--- src/rtl/cfp_pkg.sv ---
`default_nettype none
// ---------------------------------------------------------------------------
// cfp_pkg
// Shared constants and types of the command frame parser.
// ---------------------------------------------------------------------------
package cfp_pkg;

	localparam logic [7:0] SYNC_FIRST  = 8'hA5;
	localparam logic [7:0] SYNC_SECOND = 8'h5A;
	localparam logic [7:0] MIN_LENGTH  = 8'd4;

	localparam logic [7:0] CMD_ID      = 8'h00;
	localparam logic [7:0] CMD_ENABLE  = 8'h01;
	localparam logic [7:0] CMD_DISABLE = 8'h02;
	localparam logic [7:0] CMD_RATE    = 8'hA8;
	localparam logic [7:0] CMD_NINE    = 8'hE2;
	localparam logic [7:0] CMD_CAL     = 8'hE3;
	localparam logic [7:0] CMD_SIX     = 8'hE4;

	localparam logic [7:0] RATE_MAX    = 8'd200;
	localparam int         PERIOD_W    = 10;
	localparam logic [PERIOD_W-1:0] RATE_BASE = 10'd1000;

	// one quotient bit per divider step
	localparam int         DIV_CNT_W   = 4;
	localparam logic [DIV_CNT_W-1:0] DIV_LAST = DIV_CNT_W'(PERIOD_W - 1);

	typedef struct packed {
		logic                status;
		logic [7:0]          command;
		logic [7:0]          value;
		logic                rate_set;
		logic [PERIOD_W-1:0] period_ms;
		logic                output_enable;
		logic                mag_meas_enable;
		logic                gravity_meas_enable;
		logic                save_request;
		logic                start_calibration;
		logic                id_request;
	} res_t;

	// controller -> datapath
	typedef struct packed {
		logic step;       // byte transfer this cycle
		logic div_start;  // launch period division
		logic load_out;   // move pending result to output register
	} dp_cmd_t;

	// datapath -> controller
	typedef struct packed {
		logic finish;     // current byte is the checksum byte
		logic rate_go;    // checksum good and rate command in range
		logic div_done;
	} dp_stat_t;

endpackage
`default_nettype wire

--- src/rtl/cfp_in_if.sv ---
`default_nettype none
// ---------------------------------------------------------------------------
// cfp_in_if
// Received byte channel: valid/ready with byte and start-of-buffer flag.
// ---------------------------------------------------------------------------
interface cfp_in_if;
	logic       valid;
	logic       ready;
	logic [7:0] data_byte;
	logic       start_of_buffer;

	modport source (output valid, output data_byte, output start_of_buffer, input ready);
	modport sink   (input valid, input data_byte, input start_of_buffer, output ready);
endinterface
`default_nettype wire

--- src/rtl/cfp_res_if.sv ---
`default_nettype none
// ---------------------------------------------------------------------------
// cfp_res_if
// Frame result channel: valid/ready with the decoded frame fields.
// ---------------------------------------------------------------------------
interface cfp_res_if;
	logic       valid;
	logic       ready;
	logic       status;
	logic [7:0] command;
	logic [7:0] value;
	logic       rate_set;
	logic [9:0] period_ms;
	logic       output_enable;
	logic       mag_meas_enable;
	logic       gravity_meas_enable;
	logic       save_request;
	logic       start_calibration;
	logic       id_request;

	modport source (
		output valid, output status, output command, output value, output rate_set,
		output period_ms, output output_enable, output mag_meas_enable,
		output gravity_meas_enable, output save_request, output start_calibration,
		output id_request, input ready
	);
	modport sink (
		input valid, input status, input command, input value, input rate_set,
		input period_ms, input output_enable, input mag_meas_enable,
		input gravity_meas_enable, input save_request, input start_calibration,
		input id_request, output ready
	);
endinterface
`default_nettype wire

--- src/rtl/command_frame_parser.sv ---
`default_nettype none
// ---------------------------------------------------------------------------
// command_frame_parser
// Parses A5 5A framed command buffers from a byte stream and reports each
// checksummed frame with its decoded command effects.
// ---------------------------------------------------------------------------
//  port  | dir | handshake    | payload
//  rx    | in  | valid/ready  | data_byte, start_of_buffer
//  res   | out | valid/ready  | status, command, value, rate_set, period_ms,
//        |     |              | enable flags, request pulses
//
//  Ordinary bytes are accepted back to back. A checksum byte moves the result
//  to the pending register and on to the output register, for a good rate
//  command after the serial divider, which produces one quotient bit per cycle.
//  rx.ready drops from the checksum transfer until the result is loaded; it
//  also stays low while a previous result still blocks the output register.
//  Reset clears position, flags and the output valid.
// ---------------------------------------------------------------------------
module command_frame_parser import cfp_pkg::*; (
	input  wire logic clk,
	input  wire logic arst_n,
	cfp_in_if.sink    rx,
	cfp_res_if.source res
);

	dp_cmd_t  cmd;
	dp_stat_t stat;
	res_t     res_q;

	cfp_ctrl u_ctrl (
		.clk       (clk),
		.arst_n    (arst_n),
		.in_valid  (rx.valid),
		.in_ready  (rx.ready),
		.out_valid (res.valid),
		.out_ready (res.ready),
		.stat      (stat),
		.cmd       (cmd)
	);

	cfp_dp u_dp (
		.clk             (clk),
		.arst_n          (arst_n),
		.data_byte       (rx.data_byte),
		.start_of_buffer (rx.start_of_buffer),
		.cmd             (cmd),
		.stat            (stat),
		.res_out         (res_q)
	);

	assign res.status              = res_q.status;
	assign res.command             = res_q.command;
	assign res.value               = res_q.value;
	assign res.rate_set            = res_q.rate_set;
	assign res.period_ms           = res_q.period_ms;
	assign res.output_enable       = res_q.output_enable;
	assign res.mag_meas_enable     = res_q.mag_meas_enable;
	assign res.gravity_meas_enable = res_q.gravity_meas_enable;
	assign res.save_request        = res_q.save_request;
	assign res.start_calibration   = res_q.start_calibration;
	assign res.id_request          = res_q.id_request;

endmodule
`default_nettype wire

--- src/rtl/cfp_div.sv ---
`default_nettype none
// ---------------------------------------------------------------------------
// cfp_div
// Restoring serial divider: RATE_BASE / divisor, one quotient bit per cycle.
// ---------------------------------------------------------------------------
module cfp_div import cfp_pkg::*; (
	input  wire logic                clk,
	input  wire logic                arst_n,
	input  wire logic                start,
	input  wire logic [7:0]          divisor,
	output logic                     done,
	output logic [PERIOD_W-1:0]      quot
);

	logic                 busy_q;
	logic                 done_q;
	logic [DIV_CNT_W-1:0] cnt_q;
	logic [7:0]           dvs_q;
	logic [7:0]           rem_q;
	logic [PERIOD_W-1:0]  quo_q;

	logic [8:0] trial;
	logic       fits;
	logic [8:0] diff;

	// remainder stays below the divisor, so 8 bits plus the incoming bit suffice
	assign trial = {rem_q, quo_q[PERIOD_W-1]};
	assign fits  = (trial >= {1'b0, dvs_q});
	assign diff  = trial - {1'b0, dvs_q};

	always_ff @(posedge clk or negedge arst_n) begin
		if (!arst_n) begin
			busy_q <= 1'b0;
			done_q <= 1'b0;
			cnt_q  <= '0;
		end else begin
			done_q <= 1'b0;
			if (start) begin
				busy_q <= 1'b1;
				cnt_q  <= '0;
			end else if (busy_q) begin
				cnt_q <= cnt_q + 1'b1;
				if (cnt_q == DIV_LAST) begin
					busy_q <= 1'b0;
					done_q <= 1'b1;
				end
			end
		end
	end

	// dividend shifts out of the quotient register as quotient bits shift in
	always_ff @(posedge clk) begin
		if (start) begin
			dvs_q <= divisor;
			rem_q <= '0;
			quo_q <= RATE_BASE;
		end else if (busy_q) begin
			rem_q <= fits ? diff[7:0] : trial[7:0];
			quo_q <= {quo_q[PERIOD_W-2:0], fits};
		end
	end

	assign done = done_q;
	assign quot = quo_q;

endmodule
`default_nettype wire

--- src/rtl/cfp_dp.sv ---
`default_nettype none
// ---------------------------------------------------------------------------
// cfp_dp
// Frame datapath: position tracking, checksum, held fields, mode flags,
// pending result and output register.
// ---------------------------------------------------------------------------
module cfp_dp import cfp_pkg::*; (
	input  wire logic     clk,
	input  wire logic     arst_n,
	input  wire logic [7:0] data_byte,
	input  wire logic     start_of_buffer,
	input  wire dp_cmd_t  cmd,
	output dp_stat_t      stat,
	output res_t          res_out
);

	logic [7:0] pos_q;
	logic [7:0] len_q;
	logic [7:0] sum_q;
	logic [7:0] cmd_q;
	logic [7:0] val_q;
	logic       active_q;
	logic       out_on_q;
	logic       mag_q;
	logic       grav_q;
	res_t       pend_q;
	res_t       out_q;

	logic                finish;
	logic                match;
	logic                rate_ok;
	logic                nxt_out_on;
	logic                nxt_mag;
	logic                nxt_grav;
	logic                save;
	logic                cal;
	logic                ident;
	logic                div_done;
	logic [PERIOD_W-1:0] div_quot;
	res_t                load_val;

	// checksum byte: past the header and the length byte, position reached L
	assign finish  = !start_of_buffer && active_q && (pos_q != 8'd1) && (pos_q != 8'd2)
		&& !(pos_q < len_q);
	assign match   = (data_byte == sum_q);
	assign rate_ok = (cmd_q == CMD_RATE) && (val_q != 8'd0) && (val_q <= RATE_MAX);

	always_comb begin
		nxt_out_on = out_on_q;
		nxt_mag    = mag_q;
		nxt_grav   = grav_q;
		save       = 1'b0;
		cal        = 1'b0;
		ident      = 1'b0;
		if (match) begin
			case (cmd_q)
				CMD_RATE: begin
					save = rate_ok;
				end
				CMD_ID: begin
					ident = 1'b1;
				end
				CMD_ENABLE: begin
					nxt_out_on = 1'b1;
				end
				CMD_DISABLE: begin
					nxt_out_on = 1'b0;
				end
				CMD_NINE: begin
					nxt_mag  = 1'b1;
					nxt_grav = 1'b1;
					save     = 1'b1;
				end
				CMD_CAL: begin
					cal = 1'b1;
				end
				CMD_SIX: begin
					nxt_mag  = 1'b0;
					nxt_grav = 1'b1;
					save     = 1'b1;
				end
				default: begin
				end
			endcase
		end
	end

	always_comb begin
		load_val           = pend_q;
		load_val.period_ms = pend_q.rate_set ? div_quot : '0;
	end

	always_ff @(posedge clk or negedge arst_n) begin
		if (!arst_n) begin
			pos_q    <= '0;
			len_q    <= '0;
			sum_q    <= '0;
			cmd_q    <= '0;
			val_q    <= '0;
			active_q <= 1'b0;
			out_on_q <= 1'b0;
			mag_q    <= 1'b0;
			grav_q   <= 1'b0;
		end else if (cmd.step) begin
			if (start_of_buffer) begin
				active_q <= (data_byte == SYNC_FIRST);
				pos_q    <= 8'd1;
			end else if (active_q) begin
				if (pos_q == 8'd1) begin
					if (data_byte != SYNC_SECOND) active_q <= 1'b0;
					else pos_q <= 8'd2;
				end else if (pos_q == 8'd2) begin
					if (data_byte < MIN_LENGTH) begin
						active_q <= 1'b0;
					end else begin
						len_q <= data_byte;
						sum_q <= data_byte;
						pos_q <= 8'd3;
					end
				end else if (pos_q < len_q) begin
					sum_q <= sum_q + data_byte;
					if (pos_q == 8'd3) cmd_q <= data_byte;
					// with length four the command byte doubles as the value byte
					if (pos_q == len_q - 8'd1) val_q <= data_byte;
					pos_q <= pos_q + 8'd1;
				end else begin
					active_q <= 1'b0;
					out_on_q <= nxt_out_on;
					mag_q    <= nxt_mag;
					grav_q   <= nxt_grav;
				end
			end
		end
	end

	always_ff @(posedge clk) begin
		if (cmd.step && finish) begin
			pend_q.status              <= !match;
			pend_q.command             <= cmd_q;
			pend_q.value               <= val_q;
			pend_q.rate_set            <= match && rate_ok;
			pend_q.period_ms           <= '0;
			pend_q.output_enable       <= nxt_out_on;
			pend_q.mag_meas_enable     <= nxt_mag;
			pend_q.gravity_meas_enable <= nxt_grav;
			pend_q.save_request        <= save;
			pend_q.start_calibration   <= cal;
			pend_q.id_request          <= ident;
		end
		if (cmd.load_out) begin
			out_q <= load_val;
		end
	end

	cfp_div u_div (
		.clk     (clk),
		.arst_n  (arst_n),
		.start   (cmd.div_start),
		.divisor (val_q),
		.done    (div_done),
		.quot    (div_quot)
	);

	assign stat.finish   = finish;
	assign stat.rate_go  = finish && match && rate_ok;
	assign stat.div_done = div_done;
	assign res_out       = out_q;

endmodule
`default_nettype wire

--- src/rtl/cfp_ctrl.sv ---
`default_nettype none
// ---------------------------------------------------------------------------
// cfp_ctrl
// Sequencer: byte intake, wait on the period divider, result hand-off.
// ---------------------------------------------------------------------------
module cfp_ctrl import cfp_pkg::*; (
	input  wire logic     clk,
	input  wire logic     arst_n,
	input  wire logic     in_valid,
	output logic          in_ready,
	output logic          out_valid,
	input  wire logic     out_ready,
	input  wire dp_stat_t stat,
	output dp_cmd_t       cmd
);

	typedef enum logic [1:0] {
		ST_IDLE,
		ST_DIV,
		ST_DONE
	} state_t;

	state_t state_q;
	logic   out_valid_q;

	assign in_ready      = (state_q == ST_IDLE);
	assign cmd.step      = in_valid && (state_q == ST_IDLE);
	assign cmd.div_start = cmd.step && stat.rate_go;
	// output register is free when empty or being drained this cycle
	assign cmd.load_out  = (state_q == ST_DONE) && (!out_valid_q || out_ready);

	always_ff @(posedge clk or negedge arst_n) begin
		if (!arst_n) begin
			state_q     <= ST_IDLE;
			out_valid_q <= 1'b0;
		end else begin
			if (cmd.load_out) out_valid_q <= 1'b1;
			else if (out_ready) out_valid_q <= 1'b0;

			case (state_q)
				ST_IDLE: begin
					if (cmd.step && stat.finish) begin
						state_q <= stat.rate_go ? ST_DIV : ST_DONE;
					end
				end
				ST_DIV: begin
					if (stat.div_done) state_q <= ST_DONE;
				end
				ST_DONE: begin
					if (cmd.load_out) state_q <= ST_IDLE;
				end
				default: begin
					state_q <= ST_IDLE;
				end
			endcase
		end
	end

	assign out_valid = out_valid_q;

endmodule
`default_nettype wire
--- src/flat_wrapper.sv ---
// flat-port wrapper written by rule: the top's interface ports become plain ports
module command_frame_parser_flat import cfp_pkg::*;
  (clk, arst_n, rx_valid, rx_data_byte, rx_start_of_buffer, rx_ready, res_valid, res_status, res_command, res_value, res_rate_set, res_period_ms, res_output_enable, res_mag_meas_enable, res_gravity_meas_enable, res_save_request, res_start_calibration, res_id_request, res_ready);
  cfp_in_if rx_i ();
  cfp_res_if res_i ();
  input  wire logic clk;
  input  wire logic arst_n;
  input wire logic [$bits(rx_i.valid)-1:0] rx_valid;
  input wire logic [$bits(rx_i.data_byte)-1:0] rx_data_byte;
  input wire logic [$bits(rx_i.start_of_buffer)-1:0] rx_start_of_buffer;
  output wire logic [$bits(rx_i.ready)-1:0] rx_ready;
  output wire logic [$bits(res_i.valid)-1:0] res_valid;
  output wire logic [$bits(res_i.status)-1:0] res_status;
  output wire logic [$bits(res_i.command)-1:0] res_command;
  output wire logic [$bits(res_i.value)-1:0] res_value;
  output wire logic [$bits(res_i.rate_set)-1:0] res_rate_set;
  output wire logic [$bits(res_i.period_ms)-1:0] res_period_ms;
  output wire logic [$bits(res_i.output_enable)-1:0] res_output_enable;
  output wire logic [$bits(res_i.mag_meas_enable)-1:0] res_mag_meas_enable;
  output wire logic [$bits(res_i.gravity_meas_enable)-1:0] res_gravity_meas_enable;
  output wire logic [$bits(res_i.save_request)-1:0] res_save_request;
  output wire logic [$bits(res_i.start_calibration)-1:0] res_start_calibration;
  output wire logic [$bits(res_i.id_request)-1:0] res_id_request;
  input wire logic [$bits(res_i.ready)-1:0] res_ready;
  assign rx_i.valid = rx_valid;
  assign rx_i.data_byte = rx_data_byte;
  assign rx_i.start_of_buffer = rx_start_of_buffer;
  assign rx_ready = rx_i.ready;
  assign res_valid = res_i.valid;
  assign res_status = res_i.status;
  assign res_command = res_i.command;
  assign res_value = res_i.value;
  assign res_rate_set = res_i.rate_set;
  assign res_period_ms = res_i.period_ms;
  assign res_output_enable = res_i.output_enable;
  assign res_mag_meas_enable = res_i.mag_meas_enable;
  assign res_gravity_meas_enable = res_i.gravity_meas_enable;
  assign res_save_request = res_i.save_request;
  assign res_start_calibration = res_i.start_calibration;
  assign res_id_request = res_i.id_request;
  assign res_i.ready = res_ready;
  command_frame_parser u_core (.clk(clk), .arst_n(arst_n), .rx(rx_i), .res(res_i));
endmodule
--- config.mk ---
export PLATFORM = sky130hd
export DESIGN_NAME = command_frame_parser_flat
export DESIGN_NICKNAME = d
export VERILOG_FILES = /design/src/rtl/cfp_pkg.sv /design/src/rtl/cfp_in_if.sv /design/src/rtl/cfp_res_if.sv /design/src/rtl/command_frame_parser.sv /design/src/rtl/cfp_div.sv /design/src/rtl/cfp_dp.sv /design/src/rtl/cfp_ctrl.sv /design/src/flat_wrapper.sv
export SDC_FILE = /design/constraint.sdc
export NUM_CORES = 1
export LEC_CHECK = 0
export BUFFER_PORTS_ARGS = -buffer_cell sky130_fd_sc_hd__buf_2
export CORE_MARGIN = 2
export CORE_UTILIZATION = 30
export CTS_CLUSTER_SIZE = 8
export DETAILED_ROUTE_END_ITERATION = 10
export GPL_TIMING_DRIVEN = 0
export PLACE_DENSITY = 0.52
export SLEW_MARGIN = 5
export SYNTH_ARGS = -nofsm -noshare
export SYNTH_HDL_FRONTEND = slang
export SYNTH_SLANG_ARGS = --single-unit
--- constraint.sdc ---
create_clock -name clk -period 6.85 [get_ports clk]
set_clock_uncertainty 0.15 [all_clocks]
set_input_delay 0.3425 -clock clk [delete_from_list [all_inputs] [get_ports clk]]
set_output_delay 0.3425 -clock clk [all_outputs]
set_load 0.01 [all_outputs]
# Word level (Yosys, flattened, before mapping)
# Index checks and enable logic that the tools add are counted.
[word_totals] out_inout_bits=36 latchBits=0 rom_bits=0 mem_bits_rw=0 word_cells=152 ff_bits=137 mem_count=0 in_bits=13
[classes] div=0 bitwise=5 shift=0 order_cmp=4 multipliers=0 reduce_logical=34 add_sub_neg=5 muxes=42 eq_ne=24
[op_table] operator="two-way mux 8 bit" count=11
[op_table] operator="== test 8 bit (second input constant)" count=5
[op_table] operator="== test 8 x 2 -> 1 bit (second input constant)" count=3
[op_table] operator="two-way mux 1 bit" count=21
[op_table] operator="AND reduction 6 bit" count=3
[op_table] operator="== test 8 x 1 -> 1 bit (second input constant)" count=2
[op_table] operator="== test 8 bit" count=2
[op_table] operator="AND reduction 7 bit" count=2
[op_table] operator="logical AND 1 bit" count=13
[op_table] operator=">= comparator 9 x 8 -> 1 bit" count=1
[op_table] operator="adder 8 x 1 -> 8 bit (second input constant)" count=1
[op_table] operator="adder 8 bit" count=1
[op_table] operator="less-or-equal comparator 8 bit (second input constant)" count=1
[op_table] operator="logical NOT 8 bit" count=1
[op_table] operator="< comparator 8 x 3 -> 1 bit (second input constant)" count=1
[op_table] operator="< comparator 8 bit" count=1
[op_table] operator="two-way mux 2 bit" count=4
[op_table] operator="two-way mux 4 bit" count=2
[op_table] operator="inequality test 8 x 1 -> 1 bit (second input constant)" count=1
[op_table] operator="inequality test 8 x 2 -> 1 bit (second input constant)" count=1
[op_table] operator="inequality test 8 x 7 -> 1 bit (second input constant)" count=1
[op_table] operator="nonzero test 2 bit" count=4
[op_table] operator="nonzero test 8 bit" count=1
[op_table] operator="subtractor 8 x 1 -> 8 bit (second input constant)" count=1
[op_table] operator="other kinds (19)" count=30

# Longest topological paths before layout
# Gate-level depths: netlist of the first run.
[logic_depth] ltp_word=10 mapped_depth=11 depth_no_buf=10

# By module
# A second synthesis of the first run with hierarchy kept.
[hier_totals] hier_cells=594 area_unflattened_um2=6734.0
[modules_own_cells] module="cfp_dp" n_inst=1 cells_each=398 area_per_inst_um2=4865.9 seq_area_each_um2=2842.7
[modules_own_cells] module="cfp_div" n_inst=1 cells_each=178 area_per_inst_um2=1695.4 seq_area_each_um2=750.7
[modules_own_cells] module="cfp_ctrl" n_inst=1 cells_each=18 area_per_inst_um2=172.7 seq_area_each_um2=75.1

# Worst setup path before layout of the first run
# No wires, ideal clock.
[synth_timing] path_type="register to register" startpoint="register u_core.u_ctrl.state_q[0]" endpoint="register u_core.u_dp.res_out[0] (netlist name)" n_path_buf=0 arrival_ps=2262 t_required_ps=6263 path_stages_with_launch=3 setup_time_ps=437 synth_period_minus_slack_ps=2849 setup_slack_ps=4001 path_cell_list="dfrtp_1 nand2b_1 a21oi_1"
[synth_lines] element="start: declaration" line="cfp_ctrl.sv:23" rtl="state_t state_q;"
[synth_lines] element="start signal: assignment" line="cfp_ctrl.sv:43" rtl="state_q <= stat.rate_go ? ST_DIV : ST_DONE;"

==> results of run 1 <==
==> where the power goes <==
| part | internal (mW) | leakage, nW | switching (mW) | total (mW) |
|---|---|---|---|---|
| logic | 0.0124 | 1.58 | 0.0265 | 0.0389 |
| clock network | 0.500 | 0.286 | 0.391 | 0.891 |
| registers | 0.856 | 1.45 | 0.000933 | 0.857 |
| total | 1.37 | 3.31 | 0.418 | 1.79 |
==> cells by family after synthesis <==
| kind of cell | after synthesis |
|---|---|
| fa+ha+maj | 31 |
| compound gates | 105 |
| simple gates | 185 |
| buf+inv | 56 |
| mux | 48 |
| flops | 137 |
| xor+xnor | 21 |
==> cell usage in the layout, fill, tap and decap left out, types with 6 or more instances in the layout <==
master     Yosys  routed
o211ai_1       7       7
or2_2          7       7
and3_1         9       9
a21oi_1       16      15
mux2i_1       16      16
inv_1         41      41
xor2_1         8       8
or3_1          6       6
nor2b_1        6       6
nand2_1       37      37
dfrtp_1       53      53
edfxtp_1      66      66
inv_6          0       6
and2_1        13      13
nor2_1        41      41
o21a_1         8       8
nand3_1       17      17
dfxtp_1       18      18
nor3_1        11      11
mux2_4         8       8
o21ai_0       27      27
clkbuf_16      0      18
buf_2          5      52
xnor2_1       13      13
mux2_2        22      22
ha_1          29      29
==> how the worst max path moves through the flow <==
stage                     depth (start not counted)                    endpoint  slack, ps                     start
after floorplan                                   2      u_core.u_dp.res_out[0]       4000  u_core.u_ctrl.state_q[0]
after global placement                            2     u_core.u_dp.res_out[33]       3210  u_core.u_ctrl.state_q[0]
after detailed placement                          9  u_core.u_dp.u_div.dvs_q[1]       3430           rx_data_byte[2]
after CTS                                         9  u_core.u_dp.u_div.dvs_q[2]       3530      u_core.u_dp.len_q[5]
after global routing                              9  u_core.u_dp.u_div.dvs_q[2]       3310      u_core.u_dp.len_q[5]
final                                             9  u_core.u_dp.u_div.dvs_q[2]       3600      u_core.u_dp.len_q[5]
==> worst max-delay path, cell delays in order (launching register included) <==
cell      delay (ps)
dfrtp_1          460
inv_1            110
ha_1             320
a211oi_2          80
o21bai_1         560
o21ai_2          210
inv_2            480
nand2_4          190
inv_4            160
buf_6            210
==> stage by stage <==
| step | instance area, sq um | hold slack (ps) | setup slack, ps |
|---|---|---|---|
| CTS | 8049 | 79.04 | 3533 |
| global route | 8061 | 120.1 | 3311 |
| detailed placement | 7462 | 255.7 | 3427 |
| floorplan | 6827 | -103.1 | 4001 |
| finish | 8061 | 132.7 | 3596 |
| global placement | 7423 | 256.6 | 3209 |
==> per-layer routing <==
metal | vias to the layer above | global-route usage | part of all wire
met3 | 21 | 0.03621 | 0.037
met4 | 0 | 0.04056 | 0.011
li1 | 2283 | - | -
met1 | 2276 | 0.1759 | 0.48
met5 | - | 0 | 0
met2 | 104 | 0.2109 | 0.47
==> sequential cells by signal, indices dropped and copies added (netlist names) <==
name and cells:
u_core.u_dp.grav_q 1, u_core.u_dp.u_div.busy_q 1, u_core.u_dp.load_val 24, u_core.u_dp.len_q 8
u_core.u_dp.u_div.rem_q 8, u_core.u_dp.sum_q 8, u_core.u_dp.cmd_q 8, u_core.u_dp.out_on_q 1
u_core.u_dp.u_div.cnt_q 4, u_core.u_dp.u_div.dvs_q 8, u_core.u_dp.u_div.done 1, u_core.u_dp.active_q 1
u_core.u_ctrl.state_q 2, u_core.u_dp.pos_q 8, u_core.u_dp.mag_q 1, u_core.u_dp.u_div.quot 10
u_core.u_dp.val_q 8, u_core.u_ctrl.out_valid 1, u_core.u_dp.res_out 34
==> cell type report <==
cell class | instances | area (sq um) | area share
Multi-Input combinational cell | 390 | 2939 | 0.3646
Buffer | 13 | 66.31 | 0.008226
Clock buffer | 18 | 450.4 | 0.05587
Timing Repair Buffer | 51 | 290.3 | 0.03601
Tap cell | 285 | 356.6 | 0.04423
Clock inverter | 14 | 126.4 | 0.01568
Sequential cell | 137 | 3669 | 0.4551
Inverter | 43 | 163.9 | 0.02033
==> results.sh, run 1 <==
export IMPL_synth_compound_area_frac=0.1092
export IMPL_wire_per_inst_microns=15.60
export IMPL_min_path_type="input pin to flop"
export IMPL_synth_warning_count=0
export IMPL_synthSimpleGateAreaFrac=0.1530
export IMPL_postCtsSetupBuffers=0
export IMPL_synth_cells=583
export IMPL_dr_pass1_iters=5
export IMPL_finalNonFillerCells=951
export IMPL_synth_xor_area_frac=0.02694
export IMPL_cp_start_kind="flop"
export IMPL_drc_errors=0
export IMPL_ys_top_cells_by_count="edfxtp_1, dfrtp_1, inv_1, nor2_1, nand2_1"
export IMPL_io_buffer_count=48
export IMPL_post_cts_resized=0
export IMPL_synth_top_family_by_area="simple AND/OR/NAND/NOR gates"
export IMPL_initial_core_util=0.3034
export IMPL_root_buffer="clkbuf_16"
export IMPL_slew_headroom=0.5307
export IMPL_grt_pass1_wl_mm=24.75
export IMPL_whs_path_depth=2
export IMPL_rr_startpoint="u_core.u_dp.len_q[5]"
export IMPL_boundaryPins=49
export IMPL_synth_area_per_cell_sq_um=11.71
export IMPL_grt_pass1_vias=4783
export IMPL_fmax_ghz=0.3073
export IMPL_vias=4684
export IMPL_cellPowerDensity_mw_per_mm2=221.6
export IMPL_grt_usage=0.1322
export IMPL_status="completed"
export IMPL_hold_violations=0
export IMPL_async_reset_ff_frac=0.3869
export IMPL_rsz0062_at_grt="no"
export IMPL_die_w_microns=154.9
export IMPL_clk_pin_slew_ps=60
export IMPL_clock_sinks=137
export IMPL_leakage_nw=3.313
export IMPL_rrSetupSlack_ps=3600
export IMPL_antenna_found_initial=0
export IMPL_synth_most_common_cell="edfxtp_1"
export IMPL_irDropWorstVdd_mv=0.1378
export IMPL_drt_iter0_drc=371
export IMPL_fp_dieH_microns=154.9
export IMPL_dp_cells=917
export IMPL_viasPerCell=4.925
export IMPL_yosysSeqAreaShare=0.5374
export IMPL_synth_nets=627
export IMPL_h_tree_depth=4
export IMPL_final_nets=697
export IMPL_crit_fanout=28
export IMPL_worstPathRequired_ps=6820
export IMPL_whs_endpoint="u_core.u_dp.val_q[1]"
export IMPL_cts_max_path_buffers=2
export IMPL_postCtsHoldBufs=1
export IMPL_period_minus_slack_ps=3254
export IMPL_cts_buffers=17
export IMPL_worst_setup_path_end_kind="flop"
export IMPL_reg2regPathDepth=9
export IMPL_post_route_period_util=0.4750
export IMPL_antenna_left=0
export IMPL_drt_total_wl_mm=14.83
export IMPL_clkLatencyLatePin_ps=420
export IMPL_synth_flop_cell="edfxtp_1"
export IMPL_grt_overflow=0
export IMPL_finalSetupViolations=0
export IMPL_hp_start="rx_data_byte[1]"
export IMPL_diodes=0
export IMPL_fill_cells=2194
export IMPL_syn_area_sq_mm=0.006827
export IMPL_ys_types=77
export IMPL_synth_area_mux_share=0.08065
export IMPL_synth_top_area_frac=0.2903
export IMPL_fin_util=0.3582
export IMPL_slew_violations=0
export IMPL_hpwl_mm=10.69
export IMPL_cp_arrival_ps=3220
export IMPL_drive_gt1_frac=0.2192
export IMPL_die_area_sq_mm=0.02398
export IMPL_path_class="flop to flop"
export IMPL_max_cap_violations=0
export IMPL_ys_seq_elements=137
export IMPL_synthAdderAreaFrac=0.05902
export IMPL_tns_ps=0
export IMPL_r2r_end="u_core.u_dp.u_div.dvs_q[2]"
export IMPL_synth_area_top_cells="edfxtp_1, dfrtp_1, ha_1"
export IMPL_cts_tree="yes"
export IMPL_tightest_slew_ps=704.0
export IMPL_grt_max_degree=54
export IMPL_gp_congestion=0.8109
export IMPL_synth_edf_count=66
export IMPL_core_sq_mm=0.02250
export IMPL_fp_row_count=55
export IMPL_synth_top_area_cell="edfxtp_1"
export IMPL_syn_to_final_growth_pct=18.09
export IMPL_total_power_mw=1.787
Power figures use the tool's default switching activity.
==> inputs of run 2 (changes only) <==
--- a/config.mk
+++ b/config.mk
@@ -11,7 +11,7 @@
 export CTS_CLUSTER_SIZE = 8
 export DETAILED_ROUTE_END_ITERATION = 10
 export GPL_TIMING_DRIVEN = 0
-export PLACE_DENSITY = 0.52
+export PLACE_DENSITY = 0.54
 export SLEW_MARGIN = 5
 export SYNTH_ARGS = -nofsm -noshare
 export SYNTH_HDL_FRONTEND = slang
==> constraint.sdc (replaced) <==
create_clock -name clk -period 2.71 [get_ports clk]
set_clock_uncertainty 0.15 [all_clocks]
set_input_delay 0.1355 -clock clk [delete_from_list [all_inputs] [get_ports clk]]
set_output_delay 0.1355 -clock clk [all_outputs]
set_load 0.01 [all_outputs]
==> run 2 against run 1 <==
Net effect: sequential share of layout area decreased by 2.1 points; maximum frequency up 24%; routed wire length increased by 1.9%; count of clock-buffer cells in the layout rose by 1.
==> results.sh, run 2 (synthesis gave the netlist of run 1 again) <==
export IMPL_status="completed"
export IMPL_cts_buffers=17
export IMPL_grt_overflow=0
export IMPL_grt_max_degree=54
export IMPL_layout_common_cells="edfxtp_1, buf_2, dfrtp_1"
export IMPL_period_minus_slack_ps=2631
export IMPL_irDropWorstVdd_mv=0.3790
export IMPL_finalSetupViolations=0
export IMPL_drive_gt1_frac=0.2569
export IMPL_diodes=0
export IMPL_h_tree_depth=4
export IMPL_wire_per_inst_microns=15.51
export IMPL_vias=4771
export IMPL_gp_congestion=0.8179
export IMPL_largest_reg_flops=34
export IMPL_fp_dieH_microns=154.9
export IMPL_worstPathRequired_ps=2860
export IMPL_io_buffer_count=48
export IMPL_root_buffer="clkbuf_16"
export IMPL_crit_chain="ha_1 > o21ai_2 > o21bai_4 > or4_4 > a21oi_4 > o21a_1 > buf_6 > mux2_2"
export IMPL_path_class="flop to flop"
export IMPL_slew_violations=0
export IMPL_fmax_ghz=0.3801
export IMPL_clk_pin_slew_ps=60
export IMPL_total_power_mw=4.755
export IMPL_grt_usage=0.1304
export IMPL_clkLatencyLatePin_ps=420
export IMPL_cts_tree="yes"
export IMPL_antenna_left=0
export IMPL_initial_core_util=0.3034
export IMPL_final_nets=720
export IMPL_min_path_type="input pin to flop"
export IMPL_antenna_found_initial=0
export IMPL_fin_util=0.3761
export IMPL_cp_arrival_ps=2780
export IMPL_max_stage_delay_ps=530
export IMPL_max_cap_violations=0
export IMPL_drc_errors=0
export IMPL_cellPowerDensity_mw_per_mm2=561.8
export IMPL_viasPerCell=4.898
export IMPL_grt_pass1_wl_mm=24.57
export IMPL_dpl_cell_area_sq_mm=0.007458
export IMPL_hpwl_mm=10.51
export IMPL_fp_row_count=55
export IMPL_grt_pass1_vias=4776
export IMPL_drt_total_wl_mm=15.11
export IMPL_cts_max_path_buffers=2
export IMPL_boundaryPins=49
export IMPL_syn_to_final_growth_pct=23.97
export IMPL_clock_sinks=137
export IMPL_post_route_period_util=0.9707
export IMPL_cp_start_kind="flop"
export IMPL_fin_area_sq_mm=0.008463
export IMPL_finalNonFillerCells=974
export IMPL_crit_fanout=8
export IMPL_worst_setup_path_end_kind="flop"
export IMPL_final_common_cell="edfxtp_1"
export IMPL_leakage_nw=3.451
export IMPL_slew_headroom=0.5351
export IMPL_tightest_slew_ps=697.4
export IMPL_core_sq_mm=0.02250
export IMPL_dp_cells=917
export IMPL_critical_path_slowest_cell="or4_4"
export IMPL_cp_top_family="simple AND/OR/NAND/NOR gates"
export IMPL_hold_violations=0
export IMPL_dr_pass1_iters=4
export IMPL_die_area_sq_mm=0.02398
export IMPL_die_w_microns=154.9
export IMPL_drt_iter0_drc=280
export IMPL_path_buf_inv=1
[run 2: worst reg2reg max path: cells and delay by family, from the launching register on]
family | cells | cell delay [ps]
muxes | 1 | 340
and+or+nand+nor | 1 | 530
DFF | 1 | 470
adders and majority gates | 1 | 370
buffers and inverters | 1 | 150
AOI/OAI and AO/OA | 4 | 510
[run 2: layout make-up]
| type | count | area [sq um] |
|---|---|---|
| Timing Repair Buffer | 74 | 480.5 |
| Fill cell | 2162 | 14040 |
| Multi-Input combinational cell | 390 | 3060 |
| Buffer | 13 | 73.82 |
| Tap cell | 285 | 356.6 |
| Clock buffer | 19 | 432.9 |
| Clock inverter | 13 | 191.4 |
| Sequential cell | 137 | 3675 |
| Inverter | 43 | 192.7 |
[run 2: stage by stage]
stage               hold slack, ps  setup slack, ps  setup TNS [ps]
finish                       32.15            79.37               0
global route                 36.02           -35.46          -178.8
CTS                          6.628           0.9415               0
detailed placement           205.0           -496.2          -14110
global placement             191.1           -500.8          -13070
floorplan                   -310.1            22.11               0
[run 2: report_power, final]
part           internal, mW  total [mW]  switching [mW]
sequential             2.16        2.17         0.00231
combinational        0.0429       0.115          0.0721
clock                  1.55        2.47           0.920
total                  3.76        4.75           0.995
[run 2: final timing paths]
path                                         start                     end  slack (ps)  depth (start not counted)
max                           u_core.u_dp.pos_q[7]    u_core.u_dp.sum_q[6]          80                          8
min                                rx_data_byte[2]    u_core.u_dp.sum_q[2]          30                          4
max reg2reg                   u_core.u_dp.pos_q[7]    u_core.u_dp.sum_q[6]          80                          8
min reg2reg                u_core.u_dp.load_val[4]  u_core.u_dp.res_out[4]         270                          0
max in group asynchronous                   arst_n    u_core.u_dp.pos_q[1]        1760                          2
min in group asynchronous                   arst_n    u_core.u_dp.len_q[4]         140                          2
[run 2: routing by layer]
metal	vias up	wire (microns)	GRT usage
li1	2319	-	-
met1	2340	7254	0.1695
met2	94	7086	0.2119
met3	18	528	0.03538
met4	0	236	0.04233
met5	-	0	0
[run 2: timing repair]
action | 4_1_cts | 5_1_grt
hold buffers | 11 | 0
gates resized for setup | 15 | 21
endpoints found under the setup margin | 54 | 35
hold endpoints to repair | 76 | 0
gates cloned | 0 | 0
pin swaps | 7 | 3
buffers inserted | 8 | 6
==> inputs of run 3 (changes only) <==
--- a/config.mk
+++ b/config.mk
@@ -6,7 +6,7 @@
 export NUM_CORES = 1
 export LEC_CHECK = 0
 export BUFFER_PORTS_ARGS = -buffer_cell sky130_fd_sc_hd__buf_2
-export CORE_MARGIN = 2
+export CORE_MARGIN = 10
 export CORE_UTILIZATION = 30
 export CTS_CLUSTER_SIZE = 8
 export DETAILED_ROUTE_END_ITERATION = 10
==> run 3 against run 2 <==
Net effect: non-clock buffer count is 4 higher; critical path type unchanged; utilization grew 0.089 points; total power fell by 4.2%; sequential share of layout area decreased by 0.10 points; global-route usage fell by 2.0 points; highest routed layer unchanged; first-iteration DRC count up 26%.
==> results.sh, run 3 (synthesis gave the netlist of run 1 again) <==
export IMPL_grt_usage=0.1103
export IMPL_drc_errors=0
export IMPL_boundaryPins=49
export IMPL_leakage_nw=3.457
export IMPL_clock_sinks=137
export IMPL_syn_to_final_growth_pct=24.27
export IMPL_min_path_type="input pin to flop"
export IMPL_grt_max_degree=54
export IMPL_fmax_ghz=0.3733
export IMPL_die_area_sq_mm=0.02919
export IMPL_total_power_mw=4.556
export IMPL_fp_row_count=55
export IMPL_h_tree_depth=4
export IMPL_clkLatencyLatePin_ps=430
export IMPL_final_nets=724
export IMPL_core_sq_mm=0.02250
export IMPL_max_cap_violations=0
export IMPL_antenna_found_initial=0
export IMPL_final_common_cell="edfxtp_1"
export IMPL_grt_pass1_wl_mm=25.24
export IMPL_seqPwrFrac=0.475
export IMPL_path_class="flop to flop"
export IMPL_dr_pass1_iters=4
export IMPL_viasPerCell=4.939
export IMPL_die_w_microns=170.9
export IMPL_io_buffer_count=48
export IMPL_whs_path_depth=4
export IMPL_irDropWorstVdd_mv=0.3613
export IMPL_cts_max_path_buffers=2
export IMPL_post_route_period_util=0.9884
export IMPL_hpwl_mm=10.76
export IMPL_cp_start_kind="flop"
export IMPL_fill_cells=2156
export IMPL_holdWs_ps=12.56
export IMPL_gp_congestion=0.8424
export IMPL_layout_common_cells="edfxtp_1, buf_2, dfrtp_1"
export IMPL_p_clk_frac=0.499
export IMPL_antenna_left=0
export IMPL_reg2regPathDepth=10
export IMPL_tns_ps=0
export IMPL_pwr_share_comb=0.026
export IMPL_fin_util=0.3770
export IMPL_worstPathRequired_ps=2870
export IMPL_cts_buffers=17
export IMPL_cp_arrival_ps=2840
export IMPL_grt_overflow=0
export IMPL_clk_pin_slew_ps=70
export IMPL_cts_tree="yes"
export IMPL_period_minus_slack_ps=2679
export IMPL_crit_fanout=8
export IMPL_switching_share=0.2282
export IMPL_cellPowerDensity_mw_per_mm2=537.0
export IMPL_tightest_slew_ps=728.3
export IMPL_drive_gt1_frac=0.2727
export IMPL_grt_pass1_vias=4944
export IMPL_wire_per_inst_microns=16.31
export IMPL_drt_total_wl_mm=15.95
export IMPL_largest_reg_flops=34
export IMPL_intPower_mw=3.516
export IMPL_slew_headroom=0.5145
export IMPL_worst_setup_path_end_kind="flop"
export IMPL_status="completed"
export IMPL_rsz0062_at_grt="yes"
export IMPL_hold_violations=0
export IMPL_p_switching_mw=1.040
export IMPL_root_buffer="clkbuf_16"
export IMPL_fp_dieH_microns=170.9
export IMPL_diodes=0
export IMPL_finalSetupViolations=0
export IMPL_slew_violations=0
export IMPL_initial_core_util=0.3034
export IMPL_vias=4830
export IMPL_dpl_cell_area_sq_mm=0.007458
export IMPL_fin_area_sq_mm=0.008483
export IMPL_drt_iter0_drc=353
-- run 3: changes by cell type in the layout (fill, tap and decap cells not counted), moves of 2 or more --
cell,before,now
clkbuf_1,7,5
nor3_2,1,3
buf_4,15,20
mux2_4,8,10
nor3_1,11,9
bufinv_16,5,1
inv_4,0,2
dlygate4sd3_1,11,9
ha_2,3,1
-- run 3: what timing repair did --
| item | in CTS | in global routing |
|---|---|---|
| hold endpoints to repair | 73 | 0 |
| resized for setup | 22 | 19 |
| pin swaps | 8 | 11 |
| hold buffers | 9 | 0 |
| endpoints found under the setup margin | 59 | 28 |
| buffers inserted | 10 | 9 |
| gates cloned | 0 | 1 |
-- run 3: area by class of cell --
cell class | instances | area, sq um | area share
flip-flops and latches | 137 | 3675 | 0.4332
multi-input cells | 390 | 3090 | 0.3643
repair buffers | 78 | 526.8 | 0.06209
clock buffers | 18 | 439.2 | 0.05177
well taps | 285 | 356.6 | 0.04204
inverters | 43 | 178.9 | 0.02109
clock inverters | 14 | 137.6 | 0.01622
plain buffers | 13 | 78.83 | 0.009292
-- run 3: critical path, cell delays in order (launching register included) --
cell      delay, ps
dfrtp_2         410
inv_2            80
ha_4            210
a211oi_4        270
o21bai_4        120
buf_6           140
o32a_1          330
a21oi_4         170
o21a_1          170
buf_6           160
mux2_2          340
-- run 3: power groups by stage --
stage / combinational, mW / clock, mW / sequential (mW)
floorplan: 0.0427 / 0 / 2.21
global placement: 0.0931 / 0 / 2.21
detailed placement: 0.0966 / 0 / 2.21
CTS: 0.113 / 2.32 / 2.17
global route: 0.130 / 2.41 / 2.16
finish: 0.117 / 2.27 / 2.17
-- run 3: worst paths after layout --
path / from / end / slack [ps]
max reg2reg: u_core.u_dp.len_q[5] / u_core.u_dp.sum_q[5] / 30
min in group asynchronous: arst_n / u_core.u_dp.len_q[4] / 160
min reg2reg: u_core.u_dp.load_val[26] / u_core.u_dp.res_out[26] / 260
max: u_core.u_dp.len_q[5] / u_core.u_dp.sum_q[5] / 30
max in group asynchronous: arst_n / u_core.u_dp.pos_q[4] / 1730
min: rx_data_byte[2] / u_core.u_dp.sum_q[2] / 10
-- run 3: through the flow --
stage,setup WS (ps),instances
5_1_grt,-42.78,978
4_1_cts,2.605,968
6_report,31.35,978
3_5_place_dp,-548.5,917
2_1_floorplan,22.11,583
3_3_place_gp,-535.5,916
-- run 3: metal layers --
layer	up-vias	GRT usage	share of wire
met5	-	0	0
met4	0	0.03554	0.011
met3	18	0.02811	0.054
met2	114	0.1776	0.48
met1	2374	0.1416	0.46
li1	2324	-	-
